$ cat src/design/tsg_pkg.sv
// tsg_pkg: shared constants, codes and coefficient tables of the trajectory
// setpoint generator. Used by tsg_mul, tsg_angle and trajectory_setpoint_generator.
// Depends on nothing.
package tsg_pkg;

    localparam int FRAC     = 16;   // fraction bits of all setpoint values
    localparam int CORDIC_Q = 30;   // fraction bits of sine and cosine
    localparam int CFG_IDX_W = 8;

    // path selector codes
    localparam logic [1:0] MODE_VERTICAL = 2'd0;
    localparam logic [1:0] MODE_CIRCLE   = 2'd1;
    localparam logic [1:0] MODE_SIDEWAYS = 2'd2;
    localparam logic [1:0] MODE_HOLD     = 2'd3;

    // register indexes
    localparam logic [CFG_IDX_W-1:0] REG_RADIUS       = 8'd0;
    localparam logic [CFG_IDX_W-1:0] REG_ANGULAR_RATE = 8'd1;
    localparam logic [CFG_IDX_W-1:0] REG_TIME_LIMIT   = 8'd2;
    localparam logic [CFG_IDX_W-1:0] REG_HOME_X       = 8'd3;
    localparam logic [CFG_IDX_W-1:0] REG_HOME_Y       = 8'd4;
    localparam logic [CFG_IDX_W-1:0] REG_HOME_Z       = 8'd5;

    // sequencer steps of the polynomial paths
    localparam logic [2:0] OP_T2 = 3'd0;
    localparam logic [2:0] OP_T3 = 3'd1;
    localparam logic [2:0] OP_P3 = 3'd2;
    localparam logic [2:0] OP_P2 = 3'd3;
    localparam logic [2:0] OP_P1 = 3'd4;
    localparam logic [2:0] OP_V2 = 3'd5;
    localparam logic [2:0] OP_V1 = 3'd6;
    localparam logic [2:0] OP_A1 = 3'd7;

    // sequencer steps of the circle path
    localparam logic [2:0] OP_WT = 3'd0;
    localparam logic [2:0] OP_RC = 3'd1;
    localparam logic [2:0] OP_RS = 3'd2;
    localparam logic [2:0] OP_VX = 3'd3;
    localparam logic [2:0] OP_VY = 3'd4;
    localparam logic [2:0] OP_AX = 3'd5;
    localparam logic [2:0] OP_AY = 3'd6;

    // k/25 coefficients rounded to nearest
    localparam longint CQ_1  = ((longint'(1)  <<< FRAC) * 2 + 25) / 50;
    localparam longint CQ_3  = ((longint'(3)  <<< FRAC) * 2 + 25) / 50;
    localparam longint CQ_6  = ((longint'(6)  <<< FRAC) * 2 + 25) / 50;
    localparam longint CQ_9  = ((longint'(9)  <<< FRAC) * 2 + 25) / 50;
    localparam longint CQ_18 = ((longint'(18) <<< FRAC) * 2 + 25) / 50;
    localparam longint CQ_27 = ((longint'(27) <<< FRAC) * 2 + 25) / 50;

    // 2*pi at 60 fraction bits, reduced copies
    localparam longint TWO_PI_Q60 = 64'h6487ED5110B4611A;
    localparam int     RED_SH     = 60 - 2 * FRAC;
    localparam longint TP_RED     = (TWO_PI_Q60 + (longint'(1) <<< (RED_SH - 1))) >>> RED_SH;
    localparam int     Z_SH       = 2 * FRAC - CORDIC_Q;
    localparam longint TP30       = (TWO_PI_Q60 + (longint'(1) <<< 29)) >>> 30;
    localparam longint PI30       = TP30 / 2;
    localparam longint HP30       = TP30 / 4;
    localparam int     RED_TOP    = 28;   // |w*t| < 2^63 and TP_RED > 2^34
    localparam longint KINF_Q30   = 652032874;

    function automatic logic signed [31:0] atan_q30(input logic [5:0] i);
        logic signed [31:0] v;
        case (i)
            6'd0:  v = 32'sd843314857;
            6'd1:  v = 32'sd497837829;
            6'd2:  v = 32'sd263043837;
            6'd3:  v = 32'sd133525159;
            6'd4:  v = 32'sd67021687;
            6'd5:  v = 32'sd33543516;
            6'd6:  v = 32'sd16775851;
            6'd7:  v = 32'sd8388437;
            6'd8:  v = 32'sd4194283;
            6'd9:  v = 32'sd2097149;
            6'd10: v = 32'sd1048576;
            default: begin
                if (i <= 6'd30) v = 32'sd1 <<< (6'd30 - i);
                else v = 32'sd0;
            end
        endcase
        return v;
    endfunction

    // coefficient of a polynomial term, vertical or sideways path
    function automatic logic signed [32:0] poly_coef(input logic side, input logic [2:0] op);
        longint c;
        case (op)
            OP_P3:   c = side ? -CQ_3  : CQ_1;
            OP_P2:   c = side ?  CQ_9  : -CQ_3;
            OP_P1:   c = side ?  CQ_27 : -CQ_9;
            OP_V2:   c = side ? -CQ_9  : CQ_3;
            OP_V1:   c = side ?  CQ_18 : -CQ_6;
            OP_A1:   c = side ? -CQ_18 : CQ_6;
            default: c = 0;
        endcase
        return c[32:0];
    endfunction

endpackage

$ cat src/design/tsg_mul.sv
// tsg_mul: the shared signed multiplier with registered product and
// round-half-up rescale to FRAC or CORDIC_Q fraction bits.
// Depends on tsg_pkg.
module tsg_mul (
    input  logic               aclk,
    input  logic signed [32:0] op_a,
    input  logic signed [32:0] op_b,
    input  logic               q30_sel,
    output logic signed [65:0] prod,
    output logic signed [31:0] res
);

    logic signed [65:0] prod_reg;
    logic               q30_reg;
    logic signed [65:0] rnd;

    always_ff @(posedge aclk) begin
        prod_reg <= op_a * op_b;
        q30_reg  <= q30_sel;
    end

    always_comb begin
        if (q30_reg) rnd = prod_reg + (66'sd1 <<< (tsg_pkg::CORDIC_Q - 1));
        else rnd = prod_reg + (66'sd1 <<< (tsg_pkg::FRAC - 1));
    end

    assign res  = q30_reg ? rnd[tsg_pkg::CORDIC_Q+31:tsg_pkg::CORDIC_Q]
                          : rnd[tsg_pkg::FRAC+31:tsg_pkg::FRAC];
    assign prod = prod_reg;

endmodule

$ cat config.mk
export PLATFORM = sky130hd
export DESIGN_NAME = tsg_mul
export DESIGN_NICKNAME = d
export VERILOG_FILES = /design/src/design/tsg_pkg.sv /design/src/design/tsg_mul.sv
export SDC_FILE = /design/constraint.sdc
export NUM_CORES = 2
export LEC_CHECK = 0
export ABC_AREA = 1
export BUFFER_PORTS_ARGS = -buffer_cell sky130_fd_sc_hd__buf_2
export CAP_MARGIN = 10
export CORE_ASPECT_RATIO = 1.1
export CORE_MARGIN = 2
export CORE_UTILIZATION = 50
export DETAILED_ROUTE_END_ITERATION = 10
export PLACE_DENSITY = 0.75
export SYNTH_ARGS = -nofsm -noshare
export SYNTH_HDL_FRONTEND = slang
export SYNTH_SLANG_ARGS = --single-unit
$ cat constraint.sdc
create_clock -name aclk -period 24 [get_ports aclk]
set_input_delay 2.4 -clock aclk [delete_from_list [all_inputs] [get_ports aclk]]
set_output_delay 2.4 -clock aclk [all_outputs]
set_load 0.02 [all_outputs]
# ---- Word-level counts from Yosys, hierarchy flattened
# Index checks and enable logic that the tools add are counted.
dict set report word_totals {
  register_bits 67
  word_cells 7
}
dict set report classes {
  addsub 2
  multipliers 1
  muxes 2
}
# op count
set ops {}
lappend ops {{$mul A33 B33 Y66} 1}
lappend ops {{$add A62 B17 Y62 const B} 1}
lappend ops {{$add A62 B31 Y62 const B} 1}
lappend ops {{$mux W62} 1}
lappend ops {{$mux W32} 1}

# ---- Depth between registers and ports, before layout
dict set report logic_depth {
  word_depth 3
  ltp_mapped 33
  depth_no_buf 31
}

# ---- Least setup slack after synthesis
# No wires, ideal clock.
dict set report synth_path {
  kind {input -> register}
  from {input port op_a[32]}
  to {register prod_reg[63], in the netlist prod[63]}
  setup_ns 0.112
  t_arrival_ns 9.333
  t_required_ns 23.888
  path_slack_ns 14.555
  path_stages 27
  path_buffers 2
  cell_sequence {clkbuf_1 -> clkbuf_1 -> nand2_1 -> inv_1 -> fa_1 -> fa_1 -> fa_1 -> inv_1 -> fa_1 -> inv_1 -> fa_1 -> fa_1 -> fa_1 -> inv_1 -> fa_1 -> inv_1 -> ha_1 -> a21oi_1 -> nor2_1 -> nor2_1 -> o21ai_0 -> nand2_1 -> nand2_1 -> a21oi_1 -> nand2_1 -> nand2_1 -> nand2_1}
}
dict set report synth_between {
  elab_chain_cells 1
}
# element line_no
set synth_lines {}
lappend synth_lines {{from (decl)} tsg_mul.sv:6} ;# input logic signed [32:0] op_a,
lappend synth_lines {{$mul A33 B33 Y66} tsg_mul.sv:18} ;# prod_reg <= op_a * op_b;
lappend synth_lines {{to (signal assigned)} tsg_mul.sv:18}
lappend synth_lines {{to (decl)} tsg_mul.sv:13} ;# logic signed [65:0] prod_reg;
# No other way between the ends.

# ---- Final worst setup path
dict set report layout_path {
  from {input port op_b[0]}
  to {register prod_reg[63], in the netlist prod[63]}
}
dict set report layout_between {
  elab_chain_cells 1
}
# element line_no
set layout_lines {}
lappend layout_lines {{from (decl)} tsg_mul.sv:7} ;# input logic signed [32:0] op_b,
lappend layout_lines {{$mul A33 B33 Y66} tsg_mul.sv:18}
# No other way between the ends.

==> impl_metrics.tcl <==
set metrics [dict create \
    status "finished clean" \
    wl_per_cell_microns 18.3 \
    seq_area_sq_um 1340 \
    largest_reg_flops 66 \
    clk_pin_slew_worst_paths_ns 0.06 \
    async_flop_share_pct 0 \
    timing.max_cap.violations 0 \
    vias_per_cell 5.12 \
    cp.required_ns 24.24 \
    cts.sink_count 67 \
    setup-tns-final_ns 0 \
    die_width_microns 290 \
    drive_above_1_share_pct 4.11 \
    gp_congestion 1.01 \
    max_stage_delay_ns 0.96 \
    yosysSeqAreaShare_pct 2.99 \
    synth_nets 7340 \
    cts_tree "done" \
    fillCellCount 8458 \
    critPathArrivalTime_ns 10.33 \
    drtPass1Iterations 6 \
    die_area_sq_um 92300 \
    final_cell_mix "inv_1, nand2_1, fa_1" \
    io_pins 166 \
    antenna_found_initial 5 \
    overflow 0 \
    grt_pass1_wl_mm 210 \
    max_slew.worst_pin.slew_ns 1.05 \
    netlist.area_leader.share_pct 51.0 \
    grt_pass1_vias 39800 \
    drc 0 \
    num_vias 35900 \
    synth_flop_cell "dfxtp_1" \
    track_usage_pct 29.0 \
    start_util_pct 50.4 \
    synth.area.top_cells "fa_1, inv_1, nand2_1, ha_1, dfxtp_1" \
    finalSetupViolations 0 \
    ys_types 40 \
    grt_max_degree 37 \
    max_freq_mhz 99.2 \
    synth_edf_count 0 \
    hp-class "in -> reg" \
    die_h_microns 318 \
    drt-total-wl_mm 128 \
    rsz0062_at_grt "no" \
    synth_cells 5908 \
    criticalPathCategory "in -> reg" \
    final_net_count 7264 \
    hpwl_mm 108 \
    finalMaxSlewViolations 0 \
    first_iter_violations 2617 \
    multi_input_area_sq_um 35400 \
    rows 115 \
    hold_viol 0 \
    period_minus_slack_ns 10.09 \
    antenna_left 0 \
    cp_common_cell "fa_1" \
    final_common_cell "inv_1" \
    cts_max_path_buffers 2 \
    syn_area_per_cell_sq_um 7.60 \
    synth_seq_cells 67 \
    coreArea_sq_um 89200 \
    cts_root_buffer "clkbuf_16" \
    worst-path-max-fanout 33 \
    ctsResizeCount 0 \
    worst_setup_path_end_kind "flop" \
    port_buffers 165 \
    yosys.area.top_type "fa_1" \
    numCtsBuffers 9 \
    htreeDepth 3 \
    postCtsSetupBuffers 0 \
    critPathLaunchType "primary input" \
    synth_area_sq_um 44900 \
    ys.warnings.count 0 \
    slowest_stage "fa_1" \
    period_share_pct 42.0 \
    areaGrowthSynthToFinish_pct 3.88 \
    cts_hold_buf 0 \
    crit_chain "buf_2, nand2_1, inv_1, fa_1, fa_1, fa_1, inv_1, fa_1, inv_1, fa_1, fa_1, fa_1, inv_1, fa_1, inv_1, ha_1, nand2_1, nor2_1, nand3_1, nor4_1, nand2_1, nand3_1, nand2_1" \
    relSlewSlack_pct 29.7 \
]
-- Yosys cell counts (9+ instances only) --
cell type,number
a21oi_1,66
clkbuf_1,267
dfxtp_1,67
fa_1,1145
ha_1,219
inv_1,1914
nand2_1,1705
nand3_1,83
nand4_1,30
nor2_1,176
nor3_1,25
nor3_2,9
o21ai_0,33
o21bai_1,14
xnor2_1,22
xor2_1,71
-- through the flow --
stage          hold WS, ns  area, sq um  worst slack [ns]  util (%)  std cells
3_3_place_gp          2.50        46300             13.67      51.9       6991
4_1_cts               2.13        46700             13.93      52.3       7007
6_report              2.15        46700             13.91      52.3       7010
5_1_grt               2.14        46700             13.34      52.3       7010
3_5_place_dp          2.51        46300             13.60      51.9       6991
2_1_floorplan         2.43        44900             14.55         -       5908
-- worst max-delay path, delay by kind of cell --
family	cells	cell delay, ns
adders and majority gates	9	5.06
buffers and inverters	6	1.64
and+or+nand+nor	8	1.21
-- worst paths after layout --
kind	from	to	slack [ns]	depth (start not counted)
setup / recovery	op_b[0]	prod[63]$_DFF_P_	13.91	23
hold / removal	q30_sel	q30_reg$_DFF_P_	2.15	1
-- logic make-up (layout without fill, tap and decap cells) --
group	Yosys count	count (layout)	synth area share [%]
xor gates and xnor gates	94	94	1.85
DFF	67	67	2.99
adders and majority gates	1364	1364	57.1
buffers and inverters	2189	2118	18.3
other	0	3	0
AOI/OAI and AO/OA	124	124	1.49
and+or+nand+nor	2070	2070	18.3
-- per-layer routing --
layer / GRT usage [%] / vias to the layer above / part of all wire (%)
li1: - / 16000 / -
met1: 34.7 / 17900 / 37
met2: 51.8 / 1555 / 50
met3: 3.74 / 446 / 7.1
met4: 13.7 / 2 / 5.3
met5: 0 / - / 0.0070
-- area by class of cell --
cell class	count	share of cell area [%]
multi-input cells	3652	75.8
inverters	1918	15.4
well taps	1170	3.14
flip-flops and latches	67	2.87
repair buffers	184	2.07
clock buffers	9	0.483
clock inverters	7	0.214
diodes	3	0.0161
Power is not shown: default switching activity piles up to over one toggle a cycle in this logic, so the estimate is an artifact.
