File: src/design/tsg_pkg.sv
// tsg_pkg: shared constants, codes and coefficient tables of the trajectory
// setpoint generator. Used by tsg_mul, tsg_angle and trajectory_setpoint_generator.
// Depends on nothing.
package tsg_pkg;

    localparam int FRAC     = 16;   // fraction bits of all setpoint values
    localparam int CORDIC_Q = 30;   // fraction bits of sine and cosine
    localparam int CFG_IDX_W = 8;

    // path selector codes
    localparam logic [1:0] MODE_VERTICAL = 2'd0;
    localparam logic [1:0] MODE_CIRCLE   = 2'd1;
    localparam logic [1:0] MODE_SIDEWAYS = 2'd2;
    localparam logic [1:0] MODE_HOLD     = 2'd3;

    // register indexes
    localparam logic [CFG_IDX_W-1:0] REG_RADIUS       = 8'd0;
    localparam logic [CFG_IDX_W-1:0] REG_ANGULAR_RATE = 8'd1;
    localparam logic [CFG_IDX_W-1:0] REG_TIME_LIMIT   = 8'd2;
    localparam logic [CFG_IDX_W-1:0] REG_HOME_X       = 8'd3;
    localparam logic [CFG_IDX_W-1:0] REG_HOME_Y       = 8'd4;
    localparam logic [CFG_IDX_W-1:0] REG_HOME_Z       = 8'd5;

    // sequencer steps of the polynomial paths
    localparam logic [2:0] OP_T2 = 3'd0;
    localparam logic [2:0] OP_T3 = 3'd1;
    localparam logic [2:0] OP_P3 = 3'd2;
    localparam logic [2:0] OP_P2 = 3'd3;
    localparam logic [2:0] OP_P1 = 3'd4;
    localparam logic [2:0] OP_V2 = 3'd5;
    localparam logic [2:0] OP_V1 = 3'd6;
    localparam logic [2:0] OP_A1 = 3'd7;

    // sequencer steps of the circle path
    localparam logic [2:0] OP_WT = 3'd0;
    localparam logic [2:0] OP_RC = 3'd1;
    localparam logic [2:0] OP_RS = 3'd2;
    localparam logic [2:0] OP_VX = 3'd3;
    localparam logic [2:0] OP_VY = 3'd4;
    localparam logic [2:0] OP_AX = 3'd5;
    localparam logic [2:0] OP_AY = 3'd6;

    // k/25 coefficients rounded to nearest
    localparam longint CQ_1  = ((longint'(1)  <<< FRAC) * 2 + 25) / 50;
    localparam longint CQ_3  = ((longint'(3)  <<< FRAC) * 2 + 25) / 50;
    localparam longint CQ_6  = ((longint'(6)  <<< FRAC) * 2 + 25) / 50;
    localparam longint CQ_9  = ((longint'(9)  <<< FRAC) * 2 + 25) / 50;
    localparam longint CQ_18 = ((longint'(18) <<< FRAC) * 2 + 25) / 50;
    localparam longint CQ_27 = ((longint'(27) <<< FRAC) * 2 + 25) / 50;

    // 2*pi at 60 fraction bits, reduced copies
    localparam longint TWO_PI_Q60 = 64'h6487ED5110B4611A;
    localparam int     RED_SH     = 60 - 2 * FRAC;
    localparam longint TP_RED     = (TWO_PI_Q60 + (longint'(1) <<< (RED_SH - 1))) >>> RED_SH;
    localparam int     Z_SH       = 2 * FRAC - CORDIC_Q;
    localparam longint TP30       = (TWO_PI_Q60 + (longint'(1) <<< 29)) >>> 30;
    localparam longint PI30       = TP30 / 2;
    localparam longint HP30       = TP30 / 4;
    localparam int     RED_TOP    = 28;   // |w*t| < 2^63 and TP_RED > 2^34
    localparam longint KINF_Q30   = 652032874;

    function automatic logic signed [31:0] atan_q30(input logic [5:0] i);
        logic signed [31:0] v;
        case (i)
            6'd0:  v = 32'sd843314857;
            6'd1:  v = 32'sd497837829;
            6'd2:  v = 32'sd263043837;
            6'd3:  v = 32'sd133525159;
            6'd4:  v = 32'sd67021687;
            6'd5:  v = 32'sd33543516;
            6'd6:  v = 32'sd16775851;
            6'd7:  v = 32'sd8388437;
            6'd8:  v = 32'sd4194283;
            6'd9:  v = 32'sd2097149;
            6'd10: v = 32'sd1048576;
            default: begin
                if (i <= 6'd30) v = 32'sd1 <<< (6'd30 - i);
                else v = 32'sd0;
            end
        endcase
        return v;
    endfunction

    // coefficient of a polynomial term, vertical or sideways path
    function automatic logic signed [32:0] poly_coef(input logic side, input logic [2:0] op);
        longint c;
        case (op)
            OP_P3:   c = side ? -CQ_3  : CQ_1;
            OP_P2:   c = side ?  CQ_9  : -CQ_3;
            OP_P1:   c = side ?  CQ_27 : -CQ_9;
            OP_V2:   c = side ? -CQ_9  : CQ_3;
            OP_V1:   c = side ?  CQ_18 : -CQ_6;
            OP_A1:   c = side ? -CQ_18 : CQ_6;
            default: c = 0;
        endcase
        return c[32:0];
    endfunction

endpackage

File: src/design/tsg_angle.sv
// tsg_angle: reduces w*t modulo 2*pi by shift and subtract, folds the angle
// and runs CORDIC rotation one step a cycle to give cos and sin in Q30.
// Depends on tsg_pkg.
module tsg_angle #(
    parameter int CORDIC_STEPS = 16
) (
    input  logic               aclk,
    input  logic               aresetn,
    input  logic               start,
    input  logic signed [63:0] prod,
    output logic               done,
    output logic signed [33:0] cos_q30,
    output logic signed [33:0] sin_q30
);

    localparam int IW = (CORDIC_STEPS > 1) ? $clog2(CORDIC_STEPS) : 1;
    localparam int DEN_N = (CORDIC_STEPS < 24) ? CORDIC_STEPS : 0;
    localparam longint DEN = longint'(3) <<< (2 * DEN_N);
    localparam longint KQ = (CORDIC_STEPS < 24)
                          ? tsg_pkg::KINF_Q30 + (tsg_pkg::KINF_Q30 * 2 + DEN / 2) / DEN
                          : tsg_pkg::KINF_Q30;
    localparam logic signed [35:0] TP30_Z = 36'(tsg_pkg::TP30);
    localparam logic signed [35:0] PI30_Z = 36'(tsg_pkg::PI30);
    localparam logic signed [35:0] HP30_Z = 36'(tsg_pkg::HP30);

    typedef enum logic [2:0] {
        A_IDLE, A_REDUCE, A_ROUND, A_WRAP, A_HALF, A_ROTATE, A_FINISH
    } ang_state_t;

    ang_state_t         state_reg;
    logic [63:0]        mag_reg;
    logic               sgn_reg;
    logic [4:0]         k_reg;
    logic signed [35:0] z_reg;
    logic signed [33:0] x_reg, y_reg;
    logic               flip_reg;
    logic [IW-1:0]      i_reg;
    logic signed [33:0] cos_reg, sin_reg;
    logic               done_reg;

    logic [63:0]        tp_shift;
    logic signed [35:0] rem_s;
    logic signed [35:0] ang;
    logic signed [33:0] dx, dy;

    always_comb begin
        tp_shift = 64'(tsg_pkg::TP_RED) << k_reg;
        rem_s    = sgn_reg ? -$signed(36'(mag_reg)) : $signed(36'(mag_reg));
        ang      = 36'(tsg_pkg::atan_q30(6'(i_reg)));
        dx       = y_reg >>> i_reg;
        dy       = x_reg >>> i_reg;
    end

    always_ff @(posedge aclk) begin
        if (!aresetn) begin
            state_reg <= A_IDLE;
            done_reg  <= 1'b0;
        end else begin
            done_reg <= 1'b0;
            unique case (state_reg)
                A_IDLE: begin
                    if (start) begin
                        sgn_reg   <= prod[63];
                        mag_reg   <= prod[63] ? 64'(-prod) : 64'(prod);
                        k_reg     <= 5'(tsg_pkg::RED_TOP);
                        state_reg <= A_REDUCE;
                    end
                end
                A_REDUCE: begin
                    if (mag_reg >= tp_shift) mag_reg <= mag_reg - tp_shift;
                    if (k_reg == 5'd0) state_reg <= A_ROUND;
                    else k_reg <= k_reg - 5'd1;
                end
                A_ROUND: begin
                    z_reg     <= (rem_s + (36'sd1 <<< (tsg_pkg::Z_SH - 1))) >>> tsg_pkg::Z_SH;
                    state_reg <= A_WRAP;
                end
                A_WRAP: begin
                    if (z_reg > PI30_Z) z_reg <= z_reg - TP30_Z;
                    else if (z_reg < -PI30_Z) z_reg <= z_reg + TP30_Z;
                    state_reg <= A_HALF;
                end
                A_HALF: begin
                    // shift by pi into the converging range, flip signs later
                    if (z_reg > HP30_Z) begin
                        z_reg    <= z_reg - PI30_Z;
                        flip_reg <= 1'b1;
                    end else if (z_reg < -HP30_Z) begin
                        z_reg    <= z_reg + PI30_Z;
                        flip_reg <= 1'b1;
                    end else begin
                        flip_reg <= 1'b0;
                    end
                    x_reg     <= 34'(KQ);
                    y_reg     <= 34'sd0;
                    i_reg     <= '0;
                    state_reg <= A_ROTATE;
                end
                A_ROTATE: begin
                    if (z_reg >= 0) begin
                        x_reg <= x_reg - dx;
                        y_reg <= y_reg + dy;
                        z_reg <= z_reg - ang;
                    end else begin
                        x_reg <= x_reg + dx;
                        y_reg <= y_reg - dy;
                        z_reg <= z_reg + ang;
                    end
                    if (i_reg == IW'(CORDIC_STEPS - 1)) state_reg <= A_FINISH;
                    else i_reg <= i_reg + 1'b1;
                end
                A_FINISH: begin
                    cos_reg   <= flip_reg ? -x_reg : x_reg;
                    sin_reg   <= flip_reg ? -y_reg : y_reg;
                    done_reg  <= 1'b1;
                    state_reg <= A_IDLE;
                end
                default: state_reg <= A_IDLE;
            endcase
        end
    end

    assign done    = done_reg;
    assign cos_q30 = cos_reg;
    assign sin_q30 = sin_reg;

endmodule

File: config.mk
export PLATFORM = sky130hd
export DESIGN_NAME = tsg_angle
export DESIGN_NICKNAME = d
export VERILOG_FILES = /design/src/design/tsg_pkg.sv /design/src/design/tsg_angle.sv
export SDC_FILE = /design/constraint.sdc
export NUM_CORES = 2
export LEC_CHECK = 0
export ABC_CLOCK_PERIOD_IN_PS = 10900
export BUFFER_PORTS_ARGS = -buffer_cell sky130_fd_sc_hd__buf_2
export CAP_MARGIN = 40
export CORE_UTILIZATION = 45
export CTS_BUF_LIST = sky130_fd_sc_hd__clkbuf_4 sky130_fd_sc_hd__clkbuf_8 sky130_fd_sc_hd__clkbuf_16
export CTS_CLUSTER_DIAMETER = 60
export CTS_CLUSTER_SIZE = 40
export DETAILED_ROUTE_END_ITERATION = 8
export PLACE_DENSITY = 0.71
export SYNTH_ARGS = -nofsm -noshare
export SYNTH_HDL_FRONTEND = slang
export SYNTH_SLANG_ARGS = --single-unit
File: constraint.sdc
create_clock -name aclk -period 10.9 [get_ports aclk]
set_input_delay 0.545 -clock aclk [delete_from_list [all_inputs] [get_ports aclk]]
set_output_delay 0.545 -clock aclk [all_outputs]
set_load 0.01 [all_outputs]
=== Yosys cells after proc, flatten, opt, wreduce, memory -nomap -nowiden ===
Cells that the tools add are included.

* Output and inout port bits: 69
* Flip-flop bits (word level): 251
* Word-level logic and storage cells: 110
* Bits of input ports: 67

* Reduce and logical (&&, ||, !) cells: 15
* Add/subtract/negate cells: 19
* Shifts and indexed selects: 4
* $lt $le $gt $ge: 6
* Eq/ne operators: 25
* Multiplexer cells: 29

{| class="wikitable"
|+ Operators by type and width
! kind !! number
|-
| $pmux W32 S11 || 1
|-
| $mux W36 || 6
|-
| $mux W64 || 3
|-
| $pmux W36 S4 || 1
|-
| $mux W34 || 4
|-
| $pmux W34 S2 || 2
|-
| $pmux W64 S2 || 1
|-
| $add A34 B34 Y34 || 2
|-
| $neg A34 Y34 || 2
|-
| $sshr A34 B4 Y34 || 2
|-
| $sub A34 B34 Y34 || 2
|-
| $ge A64 B64 Y1 || 1
|-
| $neg A64 Y64 || 1
|-
| $shl A35 B5 Y64 const A || 1
|-
| $sub A64 B64 Y64 || 1
|-
| $add A36 B3 Y36 const B || 1
|-
| $add A36 B32 Y36 || 1
|-
| $add A36 B33 Y36 const B || 1
|-
| $add A36 B34 Y36 const B || 1
|-
| $ge A36 B1 Y1 const B || 1
|-
| $gt A36 B32 Y1 const B || 1
|-
| $gt A36 B33 Y1 const B || 1
|-
| $lt A36 B32 Y1 const B || 1
|-
| $lt A36 B33 Y1 const B || 1
|-
| 32 further kinds || 59
|}

=== Longest topological paths before layout ===
* Word-level depth: 6
* Depth in mapped cells: 33
* Depth with buffers taken out: 26

=== Least setup slack after synthesis ===
No wires, ideal clock.

* Path kind: reg-to-reg
* From: reg i_reg[0]
* To: reg z_reg[35] (data pin)
* Path slack: 3,066 ps
* Clock period less this slack: 7,834 ps
* Buffers on the path: 7
* Cell stages (with the launch flop): 31
* Data arrival time: 7,560 ps
* Library setup time: 275 ps
* Data required time: 10,625 ps
* Cells stage by stage: edfxtp_1 > buf_2 > buf_1 > buf_2 > buf_2 > buf_2 > clkbuf_1 > buf_2 > inv_1 > ha_1 > nor4_1 > a21oi_1 > a21oi_1 > nand3_1 > a211o_1 > or3_1 > or3_1 > nor3_1 > nand2b_1 > xnor2_1 > ha_1 > a21o_1 > a21oi_1 > nand2_1 > a2111oi_0 > o31ai_1 > a31oi_1 > o221ai_1 > a21oi_1 > xnor2_1 > o221ai_1

* Longest elaborated chain between the ends: 6
* Elaborated cells on any way between the ends: 18
* Classes of those cells: 3 x add/sub; 10 x eq/ne; 1 x shift; 3 x mux; 1 x reduce/logical

{| class="wikitable"
|+ RTL lines
! item !! RTL line !! RTL
|-
| from (decl) || tsg_angle.sv:37 || <nowiki>logic [IW-1:0] i_reg;</nowiki>
|-
| from (signal assigned) || tsg_angle.sv:110 || <nowiki>else i_reg <= i_reg + 1'b1;</nowiki>
|-
| $sub A5 B4 Y6 || tsg_pkg.sv:77 || <nowiki>if (i <= 6'd30) v = 32'sd1 <<< (6'd30 - i);</nowiki>
|-
| $sshl A2 B6 Y32 || tsg_pkg.sv:77 ||
|-
| $pmux W32 S11 * || tsg_pkg.sv:64 || <nowiki>case (i)</nowiki>
|-
| $add A36 B32 Y36 or $sub A36 B32 Y36 (tied branches) || tsg_angle.sv:107, tsg_angle.sv:103 ||
|-
| $mux W36 * || tsg_angle.sv:100 || <nowiki>if (z_reg >= 0) begin</nowiki>
|-
| $pmux W36 S4 * || tsg_angle.sv:60 || <nowiki>unique case (state_reg)</nowiki>
|-
| to (signal assigned) || tsg_angle.sv:75 || <nowiki>z_reg <= (rem_s + (36'sd1 <<< (tsg_pkg::Z_SH - 1))) >>> tsg_pkg::Z_SH;</nowiki>
|-
| to (signal assigned) || tsg_angle.sv:103 || <nowiki>z_reg <= z_reg - ang;</nowiki>
|-
| to (signal assigned) || tsg_angle.sv:107 || <nowiki>z_reg <= z_reg + ang;</nowiki>
|-
| to (decl) || tsg_angle.sv:34 || <nowiki>logic signed [35:0] z_reg;</nowiki>
|}

Mark *: on every way between the ends. The rest lies on a longest branch, timed or not.
A chain may end at the register's enable or synchronous reset.

=== Worst setup path after layout ===
* From: reg i_reg[0]
* To: reg y_reg[33] (data pin)

* Longest elaborated chain between the ends: 4
* Elaborated cells on any way between the ends: 5
* Classes of those cells: 2 x add/sub; 1 x shift; 2 x mux

{| class="wikitable"
|+ RTL lines
! item !! RTL line !! RTL
|-
| $sshr A34 B4 Y34 * || tsg_angle.sv:51 || <nowiki>dy = x_reg >>> i_reg;</nowiki>
|-
| $sub A34 B34 Y34 or $add A34 B34 Y34 (tied branches) || tsg_angle.sv:106, tsg_angle.sv:102 ||
|-
| $mux W34 * || tsg_angle.sv:100 ||
|-
| $pmux W34 S2 * || tsg_angle.sv:60 ||
|-
| to (signal assigned) || tsg_angle.sv:102 || <nowiki>y_reg <= y_reg + dy;</nowiki>
|-
| to (signal assigned) || tsg_angle.sv:106 || <nowiki>y_reg <= y_reg - dy;</nowiki>
|-
| to (decl) || tsg_angle.sv:35 || <nowiki>logic signed [33:0] x_reg, y_reg;</nowiki>
|}

Marked as above.

==> reports/results.ini <==
[synth]
synth_top_area_share_pct = 22.7
syn_nets = 4426
yosysSeqAreaShare_pct = 23.0
synthFlopType = edfxtp_1
synth.avg_cell_area_um2 = 7.91
yosysUniqueCellTypes = 95
async_flop_share_pct = 0
synth-edff-count = 247
yosysWarnings = 0
netlist_area_um2 = 32700
syn_inst = 4130
ys_ff_latch = 251
yosysTopAreaCell = edfxtp_1
synth_area_leaders = edfxtp_1, ha_1, xnor2_1

[global_routing]
antenna_found_initial = 0
grt_pass1_wl_mm = 156
grt_pass1_vias = 28312
grt_util_all_layers_pct = 25.8
gr-total-overflow = 0
grt_max_degree = 86

[layout]
multi_input_area_um2 = 23900
fillerInstances = 7030
area_growth_pct = 7.62
drive_gt1_share_pct = 8.96
seq_area_um2 = 7500
insertedDiodeCount = 0
final_nets = 4400
design_area_um2 = 35200
largest_reg_flops = 64

[sta]
setup_viol = 0
relSlewSlack_pct = 38.0
period_needed_ps = 7200
grt_setup_unrepaired = false
slew_violations = 0
fin_worst_skew_ps = 52.7
worst_pin_slew_ps = 930
period_share_pct = 66.0
hold_viol_final = 0
fmax_mhz = 139
tns_ps = 0

[floorplan]
initial_core_util_pct = 45.6
die_w_um = 271
placementRows = 98
die_y_um = 271
io_pins = 136
die_area_um2 = 73700
placeableCoreArea_um2 = 71600

[flow_run]
maxCapViolations = 0

[worst_setup_path]
required_ps = 11270
crit_path_start_kind = flop
critPathBufInv = 2
arrival_ps = 7560
critPathSlowestCell = buf_4
critPathKind = reg -> reg
critPathMaxFanout = 42
max_stage_delay_ps = 610
cp-end-kind = flop
cpLargestDelayFamily = simple AND/OR/NAND/NOR gates

[place]
dpl_cell_area_um2 = 34000
gp_congestion = 0.967
hpwl_mm = 75.4
portBuffers = 135

[drt]
viasPerCell = 6.13
drt.antenna.violating_nets = 0
dr.pass1.iters = 6
drc = 0
wire_per_inst_um = 19.6
initialDrtViolationCount = 2841
via_count = 31130
wl_mm = 99.3

[power]
powerDensity_nw_per_um2 = 84.9
p_leak_uw = 0.0135
vdd_drop_max_v = 0.000122

[min_path]
hold_path.class = in -> reg

[clock_network]
hold_buffers = 0
cts_tree = yes
cts_buffers = 31
cts_root_buffer = clkbuf_16
htree_levels = 1
clock_sinks = 251
cts.path.max_buffers = 3
cts_resized = 0
clk_pin_slew_worst_paths_ps = 80
clock_latency_ps = 650
cts_setup_buffers = 0

[status]
outcome = completed

stage by stage:
| stage | setup WS (ps) | hold slack, ps | instances | util, % | total power, uW |
|---|---|---|---|---|---|
| CTS | 3770 | 208 | 5079 | 49.1 | 2990 |
| global placement | 3870 | 561 | 5017 | 47.4 | 1840 |
| global route | 3170 | 226 | 5079 | 49.1 | 3120 |
| finish | 3700 | 251 | 5079 | 49.1 | 2980 |
| detailed placement | 3780 | 571 | 5021 | 47.5 | 1850 |
| floorplan | 3070 | 494 | 4130 | - | 1670 |
final timing paths:
path | slack (ps) | start | to | depth (start not counted)
setup / recovery | 3700 | i_reg[0] | y_reg[33] | 25
hold reg to reg | 580 | state_reg[2] | done | 1
setup reg to reg | 3700 | i_reg[0] | y_reg[33] | 25
hold / removal | 250 | aresetn | state_reg[1] | 2
cells by family after synthesis:
| group | synth area share (%) |
|---|---|
| AO/OA/AOI/OAI | 24.5 |
| AND/OR/NAND/NOR | 19.7 |
| adder cells (fa/ha/maj) | 8.92 |
| XOR/XNOR | 13.3 |
| flip-flops | 23.0 |
| multiplexers | 6.50 |
| buffers and inverters | 4.08 |
cell usage after synthesis (24+ instances only):
| cell type | count |
|---|---|
| or3_1 | 46 |
| nor2b_1 | 44 |
| nand3_1 | 71 |
| nor4_1 | 26 |
| o21bai_1 | 38 |
| mux4_2 | 42 |
| buf_1 | 40 |
| a21o_1 | 103 |
| inv_1 | 112 |
| mux2_2 | 29 |
| a31oi_1 | 42 |
| nand2_1 | 483 |
| xnor2_1 | 317 |
| ha_1 | 224 |
| nor2_1 | 315 |
| and2_1 | 24 |
| o22ai_1 | 34 |
| o21ai_0 | 353 |
| nor3_1 | 87 |
| o211ai_1 | 33 |
| o41ai_1 | 30 |
| nand2b_1 | 75 |
| nand4_1 | 45 |
| edfxtp_1 | 247 |
| or4_1 | 33 |
| a21oi_1 | 378 |
| o21a_1 | 27 |
| and3_1 | 31 |
| a211oi_1 | 26 |
| or2_2 | 30 |
| xor2_1 | 178 |
| o31ai_1 | 65 |
| clkbuf_1 | 186 |
| mux2i_1 | 84 |
routing by layer:
metal | global-route usage [%] | share of wire (%) | up-vias
li1 | - | - | 15148
met1 | 36.2 | 45 | 14590
met2 | 41.8 | 45 | 1229
met3 | 3.19 | 7.3 | 163
met4 | 6.92 | 2.7 | 0
met5 | 0 | 0 | -
cells in the final DEF (no fill, tap or decap), drive strengths merged, types with 27 or more instances in the layout:
cell type | Yosys | layout
clkbuf | 186 | 34
nor3 | 87 | 87
mux4 | 42 | 42
o22ai | 34 | 34
o21a | 27 | 27
o21ai | 363 | 363
nor2 | 315 | 315
mux2i | 84 | 84
nand3 | 71 | 71
a31oi | 42 | 42
nand2b | 75 | 75
xnor2 | 317 | 317
o21bai | 38 | 38
a21o | 103 | 103
inv | 114 | 128
nand4 | 45 | 45
nand2 | 483 | 483
and3 | 31 | 31
xor2 | 178 | 178
edfxtp | 247 | 247
a21oi | 378 | 378
ha | 224 | 224
mux2 | 30 | 30
o31ai | 67 | 67
buf | 48 | 175
nor2b | 44 | 44
or2 | 32 | 32
or3 | 48 | 48
o41ai | 31 | 31
o211ai | 33 | 33
or4 | 37 | 37
power breakdown:
| group | switching, uW | internal, uW | total (uW) |
|---|---|---|---|
| Sequential | 41.6 | 1100 | 1150 |
| Combinational | 421 | 276 | 697 |
| Clock | 526 | 615 | 1140 |
| Total | 989 | 2000 | 2980 |
layout make-up:
cell class / count / area share, %
Clock buffer: 34 / 2.27
Clock inverter: 24 / 0.943
Inverter: 117 / 1.25
Tap cell: 950 / 3.38
Sequential cell: 251 / 21.3
Multi-Input combinational cell: 3528 / 67.9
Timing Repair Buffer: 175 / 2.94
Note: power is estimated with default switching activity, not from simulation.
